--- src/sv/ckms_pkg.sv ---
// Shared types and constants for the capacitive key matrix scanner.
// Holds the fixed key code table and the configuration register indexes.
// No dependencies.
package ckms_pkg;

    // configuration register indexes
    typedef enum logic [0:0] {
        CFG_CALIBRATE_MODE   = 1'b0,
        CFG_THRESHOLD_MARGIN = 1'b1
    } cfg_idx_t;

    localparam logic [7:0] MARGIN_RESET = 8'd2;

    localparam int TABLE_ROWS = 5;
    localparam int TABLE_COLS = 9;

    // field widths of the stream payloads
    localparam int ROW_W   = 3;
    localparam int COL_W   = 4;
    localparam int CHG_W   = 16;
    localparam int CODE_W  = 8;
    localparam int FOUND_W = 3;
    localparam int MAX_SLOTS = 6;

    localparam logic [CODE_W-1:0] KEY_TABLE [TABLE_ROWS][TABLE_COLS] = '{
        '{8'h28, 8'h29, 8'h2C, 8'd33, 8'd34, 8'h1E, 8'h50, 8'h4F, 8'd33},
        '{8'd20, 8'd26, 8'd8,  8'd21, 8'd23, 8'd20, 8'd26, 8'd8,  8'd21},
        '{8'h04, 8'h16, 8'h07, 8'h09, 8'h0A, 8'h04, 8'h16, 8'h07, 8'h09},
        '{8'h1D, 8'h1B, 8'h06, 8'h19, 8'h05, 8'h1D, 8'h1B, 8'h06, 8'h19},
        '{8'h00, 8'h00, 8'h00, 8'h2C, 8'h00, 8'h00, 8'h00, 8'h00, 8'h2C}
    };

    // code of a matrix position, zero outside the table
    function automatic logic [CODE_W-1:0] key_code(input logic [ROW_W-1:0] row,
                                                    input logic [COL_W-1:0] col);
        logic [CODE_W-1:0] code;
        code = '0;
        if ((int'(row) < TABLE_ROWS) && (int'(col) < TABLE_COLS)) begin
            code = KEY_TABLE[row][col];
        end
        return code;
    endfunction

endpackage

--- src/sv/ckms_thr_store.sv ---
// Per-key idle threshold memory with per-entry valid bits and write bypass.
// Uses ckms_pkg nothing; standalone storage for the scanner.
// Read data is registered; a write at the read edge is forwarded.
module ckms_thr_store #(
    parameter int KEYS       = 45,
    parameter int IW         = 6,
    parameter int COUNT_BITS = 16
) (
    input  logic                  aclk,
    input  logic                  aresetn,
    input  logic                  rd_en,
    input  logic [IW-1:0]         rd_addr,
    input  logic                  wr_en,
    input  logic [IW-1:0]         wr_addr,
    input  logic [COUNT_BITS-1:0] wr_data,
    output logic [COUNT_BITS-1:0] rd_thr
);

    logic [COUNT_BITS-1:0] mem [KEYS];
    logic [KEYS-1:0]       vld_reg;
    logic [COUNT_BITS-1:0] mem_q_reg;
    logic                  vld_q_reg;
    logic                  hit_reg;
    logic [COUNT_BITS-1:0] byp_reg;

    always_ff @(posedge aclk) begin
        if (wr_en) begin
            mem[wr_addr] <= wr_data;
        end
        if (rd_en) begin
            mem_q_reg <= mem[rd_addr];
            byp_reg   <= wr_data;
        end
    end

    always_ff @(posedge aclk) begin
        if (!aresetn) begin
            vld_reg   <= '0;
            vld_q_reg <= 1'b0;
            hit_reg   <= 1'b0;
        end else begin
            if (wr_en) begin
                vld_reg[wr_addr] <= 1'b1;
            end
            if (rd_en) begin
                vld_q_reg <= vld_reg[rd_addr];
                hit_reg   <= wr_en && (wr_addr == rd_addr);
            end
        end
    end

    // an entry never written reads as zero
    assign rd_thr = hit_reg   ? byp_reg :
                    vld_q_reg ? mem_q_reg : '0;

endmodule

--- src/sv/ckms_scan_core.sv ---
// Decision logic and report state of the scanner: running maximum,
// threshold learning, report slots and indicator. Depends on ckms_pkg.
module ckms_scan_core #(
    parameter int IW           = 6,
    parameter int COUNT_BITS   = 16,
    parameter int REPORT_SLOTS = 6
) (
    input  logic                               aclk,
    input  logic                               aresetn,
    input  logic                               fire,
    input  logic                               calibrate,
    input  logic [7:0]                         margin,
    input  logic [ckms_pkg::ROW_W-1:0]         row,
    input  logic [ckms_pkg::COL_W-1:0]         col,
    input  logic [ckms_pkg::CHG_W-1:0]         charge,
    input  logic                               last_sample,
    input  logic                               last_key,
    input  logic                               key_ok,
    input  logic [IW-1:0]                      key_idx,
    input  logic [COUNT_BITS-1:0]              thr,
    output logic                               wr_en,
    output logic [IW-1:0]                      wr_addr,
    output logic [COUNT_BITS-1:0]              wr_data,
    output logic                               res_valid,
    output logic [ckms_pkg::CODE_W-1:0]        res_codes [ckms_pkg::MAX_SLOTS],
    output logic [ckms_pkg::FOUND_W-1:0]       res_found,
    output logic                               res_pressed
);

    localparam int CW = (COUNT_BITS < ckms_pkg::CHG_W) ? COUNT_BITS : ckms_pkg::CHG_W;

    logic [COUNT_BITS-1:0]            cnt;
    logic [COUNT_BITS:0]              sum;
    logic [COUNT_BITS-1:0]            run_max_reg, run_max_next, max_upd;
    logic [ckms_pkg::CODE_W-1:0]      slots_reg [REPORT_SLOTS];
    logic [ckms_pkg::CODE_W-1:0]      slots_upd [REPORT_SLOTS];
    logic [ckms_pkg::FOUND_W-1:0]     count_reg, count_upd;
    logic                             ind_reg, ind_upd;
    logic                             pressed;
    logic [ckms_pkg::CODE_W-1:0]      code;

    assign cnt  = COUNT_BITS'(charge[CW-1:0]);
    assign sum  = {1'b0, cnt} + (COUNT_BITS+1)'(margin);
    assign code = ckms_pkg::key_code(row, col);

    // calibration: raise the threshold, saturating
    assign wr_en   = fire && calibrate && key_ok && (cnt > thr);
    assign wr_addr = key_idx;
    assign wr_data = sum[COUNT_BITS] ? '1 : sum[COUNT_BITS-1:0];

    assign max_upd = (cnt > run_max_reg) ? cnt : run_max_reg;
    assign pressed = key_ok && (max_upd > thr);

    always_comb begin
        slots_upd = slots_reg;
        count_upd = count_reg;
        ind_upd   = ind_reg;
        if (!calibrate && last_sample) begin
            ind_upd = pressed;
            if (pressed && (int'(count_reg) < REPORT_SLOTS)) begin
                for (int k = 0; k < REPORT_SLOTS; k++) begin
                    if (count_reg == ckms_pkg::FOUND_W'(k)) begin
                        slots_upd[k] = code;
                    end
                end
                count_upd = count_reg + 1'b1;
            end
        end
    end

    always_comb begin
        if (calibrate || last_sample) begin
            run_max_next = '0;
        end else begin
            run_max_next = max_upd;
        end
    end

    assign res_valid   = !calibrate && last_key;
    assign res_found   = count_upd;
    assign res_pressed = ind_upd;

    for (genvar g = 0; g < ckms_pkg::MAX_SLOTS; g++) begin : g_code
        if (g < REPORT_SLOTS) begin : g_used
            assign res_codes[g] = slots_upd[g];
        end else begin : g_unused
            assign res_codes[g] = '0;
        end
    end

    always_ff @(posedge aclk) begin
        if (!aresetn) begin
            run_max_reg <= '0;
            count_reg   <= '0;
            ind_reg     <= 1'b0;
            for (int k = 0; k < REPORT_SLOTS; k++) begin
                slots_reg[k] <= '0;
            end
        end else if (fire) begin
            run_max_reg <= run_max_next;
            ind_reg     <= ind_upd;
            if (res_valid) begin
                // report goes out; start the next one empty
                count_reg <= '0;
                for (int k = 0; k < REPORT_SLOTS; k++) begin
                    slots_reg[k] <= '0;
                end
            end else begin
                count_reg <= count_upd;
                slots_reg <= slots_upd;
            end
        end
    end

endmodule

--- src/sv/capacitive_key_matrix_scanner.sv ---
// Top level of the capacitive key matrix scanner: stream ports, input
// register, output register and configuration. Depends on ckms_pkg,
// ckms_thr_store and ckms_scan_core.
//
//  channel | dir | tdata (low bit up)                       | side bands
//  --------+-----+------------------------------------------+----------------------------
//  s_      | in  | key_row, key_col, charge_count            | tuser last_sample_of_key,
//          |     |                                          | tlast last_key_of_scan
//  m_      | out | key_code_1..key_code_6, keys_found        | tuser last_key_pressed
//  cfg_    | in  | index 0 calibrate_mode, 1 threshold_margin| write only
//
// One sample per cycle, except while a full output register holds back the
// sample that closes a scan. A transaction is held in the input register
// while its threshold is read from the threshold memory, then decided and
// written into the report or threshold store; m_tvalid rises once the closing
// sample has been decided and its report loaded into the output register.
// aresetn is synchronous and clears all thresholds (valid bits), the
// report and the indicator at once; no clearing pass is needed.
// A full output register only holds the input side when the sample in the
// input register closes a scan; other samples keep flowing.
module capacitive_key_matrix_scanner #(
    parameter int ROWS         = 5,
    parameter int COLS         = 9,
    parameter int COUNT_BITS   = 16,
    parameter int REPORT_SLOTS = 6
) (
    input  logic        aclk,
    input  logic        aresetn,
    // input samples
    input  logic        s_tvalid,
    output logic        s_tready,
    input  logic [23:0] s_tdata,   // key_row[2:0], key_col[6:3], charge_count[22:7]
    input  logic        s_tuser,   // last_sample_of_key
    input  logic        s_tlast,   // last_key_of_scan
    // reports
    output logic        m_tvalid,
    input  logic        m_tready,
    output logic [55:0] m_tdata,   // key_code_1[7:0] .. key_code_6[47:40], keys_found[50:48]
    output logic        m_tuser,   // last_key_pressed
    // configuration writes
    input  logic        cfg_we,
    input  logic [0:0]  cfg_addr,
    input  logic [7:0]  cfg_wdata
);

    localparam int KEYS = ROWS * COLS;
    localparam int IW   = (KEYS > 1) ? $clog2(KEYS) : 1;
    localparam int RW   = ckms_pkg::ROW_W;
    localparam int CLW  = ckms_pkg::COL_W;
    localparam int CGW  = ckms_pkg::CHG_W;
    localparam int CDW  = ckms_pkg::CODE_W;
    localparam int FW   = ckms_pkg::FOUND_W;

    // configuration
    logic       calibrate_reg;
    logic [7:0] margin_reg;

    // input register
    logic           p_valid_reg, p_valid_next;
    logic [RW-1:0]  p_row_reg;
    logic [CLW-1:0] p_col_reg;
    logic [CGW-1:0] p_charge_reg;
    logic           p_last_sample_reg, p_last_key_reg;
    logic           p_ok_reg;
    logic [IW-1:0]  p_idx_reg;

    // decoded incoming key position
    logic [RW-1:0]  in_row;
    logic [CLW-1:0] in_col;
    logic           in_ok;
    logic [IW-1:0]  in_idx;

    logic accept, fire, p_done;

    logic                  wr_en;
    logic [IW-1:0]         wr_addr;
    logic [COUNT_BITS-1:0] wr_data;
    logic [COUNT_BITS-1:0] thr;

    logic           res_valid;
    logic [CDW-1:0] res_codes [ckms_pkg::MAX_SLOTS];
    logic [FW-1:0]  res_found;
    logic           res_pressed;

    // output register
    logic           m_valid_reg, m_valid_next;
    logic [55:0]    m_data_reg;
    logic           m_user_reg;

    always_ff @(posedge aclk) begin
        if (!aresetn) begin
            calibrate_reg <= 1'b0;
            margin_reg    <= ckms_pkg::MARGIN_RESET;
        end else if (cfg_we) begin
            case (cfg_addr)
                ckms_pkg::CFG_CALIBRATE_MODE:   calibrate_reg <= cfg_wdata[0];
                ckms_pkg::CFG_THRESHOLD_MARGIN: margin_reg    <= cfg_wdata;
                default: ;
            endcase
        end
    end

    // key position: out-of-range keys map to entry zero and never decide pressed
    assign in_row = s_tdata[2:0];
    assign in_col = s_tdata[6:3];
    assign in_ok  = (int'(in_row) < ROWS) && (int'(in_col) < COLS);
    assign in_idx = in_ok ? IW'(int'(in_row) * COLS + int'(in_col)) : '0;

    // hold the input register only while it carries a report the output cannot take
    assign p_done   = !res_valid || !m_valid_reg || m_tready;
    assign fire     = p_valid_reg && p_done;
    assign s_tready = !p_valid_reg || p_done;
    assign accept   = s_tvalid && s_tready;

    always_comb begin
        p_valid_next = p_valid_reg;
        if (accept) begin
            p_valid_next = 1'b1;
        end else if (fire) begin
            p_valid_next = 1'b0;
        end
    end

    always_ff @(posedge aclk) begin
        if (!aresetn) begin
            p_valid_reg <= 1'b0;
        end else begin
            p_valid_reg <= p_valid_next;
        end
    end

    always_ff @(posedge aclk) begin
        if (accept) begin
            p_row_reg         <= in_row;
            p_col_reg         <= in_col;
            p_charge_reg      <= s_tdata[22:7];
            p_last_sample_reg <= s_tuser;
            p_last_key_reg    <= s_tlast;
            p_ok_reg          <= in_ok;
            p_idx_reg         <= in_idx;
        end
    end

    ckms_thr_store #(
        .KEYS       (KEYS),
        .IW         (IW),
        .COUNT_BITS (COUNT_BITS)
    ) u_thr_store (
        .aclk    (aclk),
        .aresetn (aresetn),
        .rd_en   (accept),
        .rd_addr (in_idx),
        .wr_en   (wr_en),
        .wr_addr (wr_addr),
        .wr_data (wr_data),
        .rd_thr  (thr)
    );

    ckms_scan_core #(
        .IW           (IW),
        .COUNT_BITS   (COUNT_BITS),
        .REPORT_SLOTS (REPORT_SLOTS)
    ) u_scan_core (
        .aclk        (aclk),
        .aresetn     (aresetn),
        .fire        (fire),
        .calibrate   (calibrate_reg),
        .margin      (margin_reg),
        .row         (p_row_reg),
        .col         (p_col_reg),
        .charge      (p_charge_reg),
        .last_sample (p_last_sample_reg),
        .last_key    (p_last_key_reg),
        .key_ok      (p_ok_reg),
        .key_idx     (p_idx_reg),
        .thr         (thr),
        .wr_en       (wr_en),
        .wr_addr     (wr_addr),
        .wr_data     (wr_data),
        .res_valid   (res_valid),
        .res_codes   (res_codes),
        .res_found   (res_found),
        .res_pressed (res_pressed)
    );

    // load a finished report, drop the valid once the transaction is taken
    always_comb begin
        m_valid_next = m_valid_reg;
        if (fire && res_valid) begin
            m_valid_next = 1'b1;
        end else if (m_tready) begin
            m_valid_next = 1'b0;
        end
    end

    always_ff @(posedge aclk) begin
        if (!aresetn) begin
            m_valid_reg <= 1'b0;
        end else begin
            m_valid_reg <= m_valid_next;
        end
    end

    always_ff @(posedge aclk) begin
        if (fire && res_valid) begin
            m_data_reg <= {5'd0, res_found, res_codes[5], res_codes[4], res_codes[3],
                           res_codes[2], res_codes[1], res_codes[0]};
            m_user_reg <= res_pressed;
        end
    end

    assign m_tvalid = m_valid_reg;
    assign m_tdata  = m_data_reg;
    assign m_tuser  = m_user_reg;

endmodule
--- config.mk ---
export PLATFORM = sky130hd
export DESIGN_NAME = capacitive_key_matrix_scanner
export DESIGN_NICKNAME = d
export VERILOG_FILES = /design/src/sv/ckms_pkg.sv /design/src/sv/ckms_thr_store.sv /design/src/sv/ckms_scan_core.sv /design/src/sv/capacitive_key_matrix_scanner.sv
export SDC_FILE = /design/constraint.sdc
export NUM_CORES = 1
export LEC_CHECK = 0
export BUFFER_PORTS_ARGS = -buffer_cell sky130_fd_sc_hd__buf_4
export CORE_ASPECT_RATIO = 0.8
export CORE_MARGIN = 5
export CORE_UTILIZATION = 50
export DETAILED_ROUTE_END_ITERATION = 6
export PLACE_DENSITY = 0.66
export SLEW_MARGIN = 10
export SYNTH_ARGS = -nofsm -noshare
export SYNTH_HDL_FRONTEND = slang
export SYNTH_HIERARCHICAL = 1
export SYNTH_SLANG_ARGS = --single-unit
--- constraint.sdc ---
create_clock -name aclk -period 9.35 [get_ports aclk]
set_clock_uncertainty 0.15 [all_clocks]
set_input_delay 0.935 -clock aclk [delete_from_list [all_inputs] [get_ports aclk]]
set_output_delay 0.935 -clock aclk [all_outputs]
set_load 0.005 [all_outputs]
# ---- Yosys cells after proc, flatten, opt, wreduce, memory -nomap -nowiden
# Memories as Yosys holds them, arrays and structs flattened. A register that Yosys moved wholly into a read port is not among the register bits.
# Cells that the tools add are included.
dict set report classes {
  div_mod_pow 0
  shifts 0
  addsub 3
  n_eq_ne 6
  muxes 35
  reduce_logical 27
  bitwise_logic 4
  multipliers 1
  magnitude_cmp 13
}
# operator count
set op_table {}
lappend op_table {{$mux 48} 3}
lappend op_table {{$mux 72} 2}
lappend op_table {{$mux 16} 5}
lappend op_table {{$mux 8} 9}
lappend op_table {{$gt 16x16->1} 3}
lappend op_table {{$or 45x45->45} 1}
lappend op_table {{$bmux 8 s4} 1}
lappend op_table {{$add 16x8->17} 1}
lappend op_table {{$logic_and 1x1->1} 14}
lappend op_table {{$lt 6x7->1 const B} 2}
lappend op_table {{$lt 3x3->1 const B} 3}
lappend op_table {{$mux 1} 9}
lappend op_table {{$mux 3} 3}
lappend op_table {{$lt 4x4->1 const B} 2}
lappend op_table {{$add 6x4->6} 1}
lappend op_table {{$bmux 1 s6} 1}
lappend op_table {{$demux 1 s6} 1}
lappend op_table {{$eq 3x2->1 const B} 2}
lappend op_table {{$eq 3x3->1 const B} 2}
lappend op_table {{$eq 6x6->1} 1}
lappend op_table {{$ge 6x1->1 const B} 1}
lappend op_table {{$mul 3x4->6 const B} 1}
lappend op_table {{$mux 6} 1}
lappend op_table {{$ge 5x5->1 const B} 1}
lappend op_table {{other kinds (11)} 19}
dict set report word_totals {
  mem_bits_ro 576
  wordCells 117
  reg_bits 226
  mem_count 2
  out_inout_bits 59
  ramBits 720
  latchBits 0
}
# memory depth word_bits read_ports rd_ports_with_merged_regs write_ports line
set memory_table {}
lappend memory_table {u_thr_store.mem 45 16 1 1 1 ckms_thr_store.sv:19} ;# logic [COUNT_BITS-1:0] mem [KEYS];
lappend memory_table {{(no name shown)} 8 72 1 0 0 ckms_pkg.sv:39} ;# code = KEY_TABLE[row][col];

# ---- Logic depth before layout (Yosys ltp)
dict set report logic_depth {
  ltp_word 12
  mapped_depth 20
  mapped_depth_nobuf 17
}

# ---- Modules after synthesis
# Netlist, hierarchy kept.
# module n_inst cells_each area_per_inst_um2
set by_module_without_submodules {}
lappend by_module_without_submodules {ckms_thr_store 1 1651 31253.7}
lappend by_module_without_submodules {ckms_scan_core 1 659 5549.1}
lappend by_module_without_submodules {capacitive_key_matrix_scanner 1 175 3281.9}

# ---- Worst setup path after synthesis
# Ideal clock, no wire load.
dict set report synth_timing {
  path_kind {input-to-reg}
  from {in m_tready}
  to {reg u_thr_store.vld_q_reg}
  setup_slack_ns 3.323
  path_buffers 0
  arrival_ns 5.817
  path_stages 5
  cell_sequence {and2b_2 -> a31oi_1 -> o21ai_0 -> a2111oi_0 -> a311o_1}
}
dict set report synth_via {
  elab_chain_len 3
}
# item line
set synth_rtl {}
lappend synth_rtl {{start: declaration} capacitive_key_matrix_scanner.sv:37} ;# input logic m_tready,
lappend synth_rtl {{$logic_or 1x1->1} capacitive_key_matrix_scanner.sv:110} ;# assign p_done = !res_valid || !m_valid_reg || m_tready;
lappend synth_rtl {{$logic_or 1x1->1} capacitive_key_matrix_scanner.sv:112} ;# assign s_tready = !p_valid_reg || p_done;
lappend synth_rtl {{$logic_and 1x1->1} capacitive_key_matrix_scanner.sv:113} ;# assign accept = s_tvalid && s_tready;
lappend synth_rtl {{via accept} capacitive_key_matrix_scanner.sv:73} ;# logic accept, fire, p_done;
lappend synth_rtl {{end signal: assignment} ckms_thr_store.sv:46} ;# vld_q_reg <= vld_reg[rd_addr];
lappend synth_rtl {{end: declaration} ckms_thr_store.sv:22} ;# logic vld_q_reg;
# The timed path passes the listed nets, and every way through them passes these cells.
# A chain may end at the register's enable or synchronous reset.

# ---- Worst setup path after layout
dict set report layout_timing {
  from {reg p_charge_reg[13]}
  to {reg u_scan_core/slots_reg[43] (netlist bit)}
}
dict set report layout_via {
  elab_chain_len 8
}
# item line
set layout_rtl {}
lappend layout_rtl {{start: declaration} capacitive_key_matrix_scanner.sv:62} ;# logic [CGW-1:0] p_charge_reg;
lappend layout_rtl {{start signal: assignment} capacitive_key_matrix_scanner.sv:136} ;# p_charge_reg <= s_tdata[22:7];
lappend layout_rtl {{$gt 16x16->1} ckms_scan_core.sv:51} ;# assign max_upd = (cnt > run_max_reg) ? cnt : run_max_reg;
lappend layout_rtl {{$mux 16 *} ckms_scan_core.sv:51}
lappend layout_rtl {{$gt 16x16->1 *} ckms_scan_core.sv:52} ;# assign pressed = key_ok && (max_upd > thr);
lappend layout_rtl {{$logic_and 1x1->1 *} ckms_scan_core.sv:52}
lappend layout_rtl {{$logic_and 1x1->1 *} ckms_scan_core.sv:60} ;# if (pressed && (int'(count_reg) < REPORT_SLOTS)) begin
lappend layout_rtl {{$mux 48 *} ckms_scan_core.sv:60}
lappend layout_rtl {{$mux 48 *} ckms_scan_core.sv:58} ;# if (!calibrate && last_sample) begin
lappend layout_rtl {{$mux 48 *} ckms_scan_core.sv:102} ;# if (res_valid) begin
lappend layout_rtl {{end signal: assignment} ckms_scan_core.sv:110} ;# slots_reg <= slots_upd;
lappend layout_rtl {{end: declaration} ckms_scan_core.sv:35} ;# logic [ckms_pkg::CODE_W-1:0] slots_reg [REPORT_SLOTS];
# Mark *: on every way between the ends. The rest lies on a longest branch, timed or not.

==> impl_metrics.py <==
metrics = {
    "yosys": {
        "synth_most_common_cell": "edfxtp_1",
        "synth_top_family_by_area": "multiplexers",
        "synth.top_cell.area_share_pct": 62.63,
        "ys_warn_count": 6,
        "synth_top_area_cell": "edfxtp_1",
        "ys_ff_latch": 962,
        "synth_edf_count": 836,
        "synth_area_um2": 40080,
        "synth_compound_area_share_pct": 8.137,
        "ys.flop_type": "edfxtp_1",
        "muxShareOfSynthArea_pct": 12.43,
        "synthAdderAreaFrac_pct": 2.472,
        "synth_cell_type_count": 76,
        "syn_inst": 2485,
        "yosys-top-cells-area": "edfxtp_1, mux4_2, dfxtp_1, mux2i_1, ha_1",
        "synth-simple-area-share_pct": 5.213,
        "postSynthAreaPerCell_um2": 16.13,
        "ys_top_cells_by_count": "edfxtp_1, nand2_1, mux2i_1",
        "ys_seq_area_share_pct": 68.92,
        "synth_xor_area_share_pct": 0.3277,
        "async_reset_ff_share_pct": 0,
    },
    "worst_setup_path": {
        "r2r_cells": 17,
        "crit_path_top_delay_cell": "edfxtp_1",
        "r2r-start": "p_charge_reg[13]",
        "cp.required_ps": 9790,
        "crit_type": "flop to flop",
        "worstPathCellList": "ha_1 > nand3_1 > nor2_1 > nand3_1 > o21bai_1 > o211a_1 > nor2_2 > buf_4 > mux2_2 > ha_1 > and4_1 > a41oi_1 > inv_1 > a31oi_4 > nand3_1 > nor2_1 > a22o_1",
        "startpoint": "p_charge_reg[13]",
        "crit_buf_inv": 2,
        "cpMostUsedCell": "nand3_1",
        "startpoint_type": "flop",
        "slowest_delay_ps": 610,
        "reg2reg_to": "u_scan_core/slots_reg[43]",
        "rrSetupSlack_ps": 3330,
        "cp.arrival_ps": 6470,
        "crit_path_max_fanout": 20,
        "end_kind": "flop",
        "cp_top_family": "simple AND/OR/NAND/NOR gates",
    },
    "place": {
        "place_area_um2": 42060,
        "place_congestion": 0.8602,
        "placed_cells": 3541,
        "port_buffers": 92,
        "detailed_place_hpwl_mm": 58.68,
        "dp_slack_ps": 3396,
    },
    "sta": {
        "relSlewSlack_pct": 19.27,
        "period_share_pct": 64.40,
        "finalSetupViolCount": 0,
        "tns_ps": 0,
        "setup_ws_ps": 3328,
        "rsz0062_at_grt": "no",
        "worstMarginPinSlew_ps": 1207,
        "drv_slew": 0,
        "fin_crit_ps": 6022,
        "max_freq_mhz": 166.1,
        "final-hold-violation-count": 0,
    },
    "floorplan": {
        "coreArea_um2": 79200,
        "die_x_um": 326.6,
        "pin_count": 99,
        "start_util_pct": 50.61,
        "fp.dieH_um": 263.3,
        "dieArea_um2": 85970,
        "num_rows": 92,
    },
    "global_routing": {
        "met3_usage_pct": 4.845,
        "grt_use_met1_pct": 32.02,
        "grt_util_all_layers_pct": 22.20,
        "gr-usage-met2_pct": 34.47,
        "grt_start_max_net_pins": 125,
        "grt_overflow": 0,
        "grt_busiest_layer": "met2",
        "antenna_found_initial": 0,
        "grt_pass1_wl_mm": 144.1,
        "grt_pass1_vias": 22590,
    },
    "pwr": {
        "p_comb_share_pct": 9.3,
        "seqPwrFrac_pct": 50.3,
        "clockPowerShare_pct": 40.4,
        "p_switching_uw": 2242,
        "cellLeakagePower_uw": 0.01503,
        "switching_share_pct": 23.44,
        "internal_power_uw": 7322,
        "p_total_uw": 9565,
        "cellPowerDensity_nw_per_um2": 211.4,
        "ir_drop_mv": 0.1793,
    },
    "cts": {
        "numClockSinks": 962,
        "h-tree-depth": 3,
        "cts_setup_buffers": 0,
        "path_clk_slew_ps": 70,
        "clockBufferDepth": 3,
        "clk_latency_ps": 670,
        "root_buffer": "clkbuf_16",
        "cts_repair_resize_count": 0,
        "cts_hold_buf": 0,
        "numCtsBuffers": 91,
        "tritoncts": "built",
    },
    "layout": {
        "drive_gt1_share_pct": 20.50,
        "area_delta_synth_final_pct": 12.87,
        "finalNetCount": 2718,
        "largest_reg_flops": 720,
        "fin_area_um2": 45240,
        "final_cell_count_no_fill": 3713,
    },
    "hold_path": {
        "min_to": "u_scan_core/slots_reg[31]",
        "min_from": "u_scan_core/slots_reg[31]",
        "min_path_cells": 2,
        "hold_path_class": "flop to flop",
    },
    "route": {
        "drtAntennaViolNets": 0,
        "wl_per_cell_um": 26.24,
        "drc_errors": 0,
        "drt-initial-drc-count": 2144,
        "via_per_inst": 6.141,
        "dr.pass1.iters": 6,
        "wl_mm": 97.43,
        "vias": 22800,
    },
    "run": {
        "cap_violations": 0,
    },
    "status": {
        "outcome": "complete, no violations",
    },
}
[layout make-up]
| cell class | count | area [µm²] |
|---|---|---|
| diodes | 1 | 2.502 |
| clock buffers | 119 | 2505 |
| clock inverters | 52 | 671.9 |
| fillers | 6066 | 33950 |
| inverters | 60 | 225.2 |
| multi-input cells | 1327 | 11710 |
| flip-flops and latches | 962 | 27630 |
| well taps | 1034 | 1294 |
| repair buffers | 158 | 1211 |
[logic make-up (layout without fill, tap and decap cells)]
kind of cell | after synthesis | in the layout
AOI/OAI and AO/OA | 466 | 466
xor gates and xnor gates | 15 | 15
adders and majority gates | 78 | 78
buffers and inverters | 200 | 389
DFF | 962 | 962
muxes | 344 | 344
other | 1 | 6
and+or+nand+nor | 419 | 419
[power by group through the flow]
stage	Clock (µW)	Sequential (µW)	Combinational (µW)
5_1_grt	4120	4810	952
3_5_place_dp	0	4900	884
4_1_cts	3930	4810	887
2_1_floorplan	0	4880	584
6_report	3860	4810	894
3_3_place_gp	0	4900	859
[worst max path at each step]
stage | endpoint | slack, ps | cells past startpoint
after floorplan | u_thr_store/vld_q_reg | 3320 | 5
after global placement | u_scan_core/slots_reg[40] | 3540 | 17
after detailed placement | u_scan_core/slots_reg[41] | 3400 | 17
after CTS | u_scan_core/slots_reg[43] | 3370 | 17
after global routing | u_scan_core/slots_reg[40] | 2940 | 17
final | u_scan_core/slots_reg[43] | 3330 | 17
[tightest hold or removal path: stages (launching register included)]
cell and delay [ps]:
dfxtp_1 310, nand2_1 60, a21oi_1 30
[per-layer routing]
metal | up-vias | wire [µm]
li1 | 10040 | -
met1 | 11700 | 41300
met2 | 862 | 45080
met3 | 201 | 8032
met4 | 0 | 3016
met5 | - | 0
[layout by cell type (no fill, tap or decap), types with 8 or more instances in the layout]
cell type	Yosys	final
o21ai_1	13	13
xor2_1	9	9
o21a_1	49	48
a21oi_1	103	101
edfxtp_1	836	836
clkbuf_8	0	8
clkbuf_16	0	93
nand3_1	54	54
a22oi_1	28	28
a221oi_1	12	12
inv_1	59	58
a211oi_1	15	15
buf_4	28	156
nor2b_1	24	24
o22ai_1	27	27
a21o_1	12	12
a31oi_1	14	11
mux2i_1	163	162
nand2b_1	13	12
bufinv_16	0	12
nand2_1	166	161
mux2_2	59	59
mux4_2	114	114
clkinv_2	0	19
a32o_1	16	16
a21boi_0	9	8
nor2_1	75	69
or4b_1	12	12
mux2_4	8	8
o21ai_0	50	49
o211ai_1	15	15
clkbuf_1	55	18
ha_1	76	76
and2_1	10	10
and3_1	13	11
dfxtp_1	126	126
a221o_1	12	12
a22o_1	59	59
[per-stage QoR]
stage / utilization (%) / hold WS [ps]
4_1_cts: 57.12 / 265.4
3_5_place_dp: 53.10 / 274.4
6_report: 57.13 / 295.4
5_1_grt: 57.12 / 265.1
2_1_floorplan: - / 257.4
3_3_place_gp: 53.10 / 265.9
No activity file was read; power rests on OpenSTA's default activity.
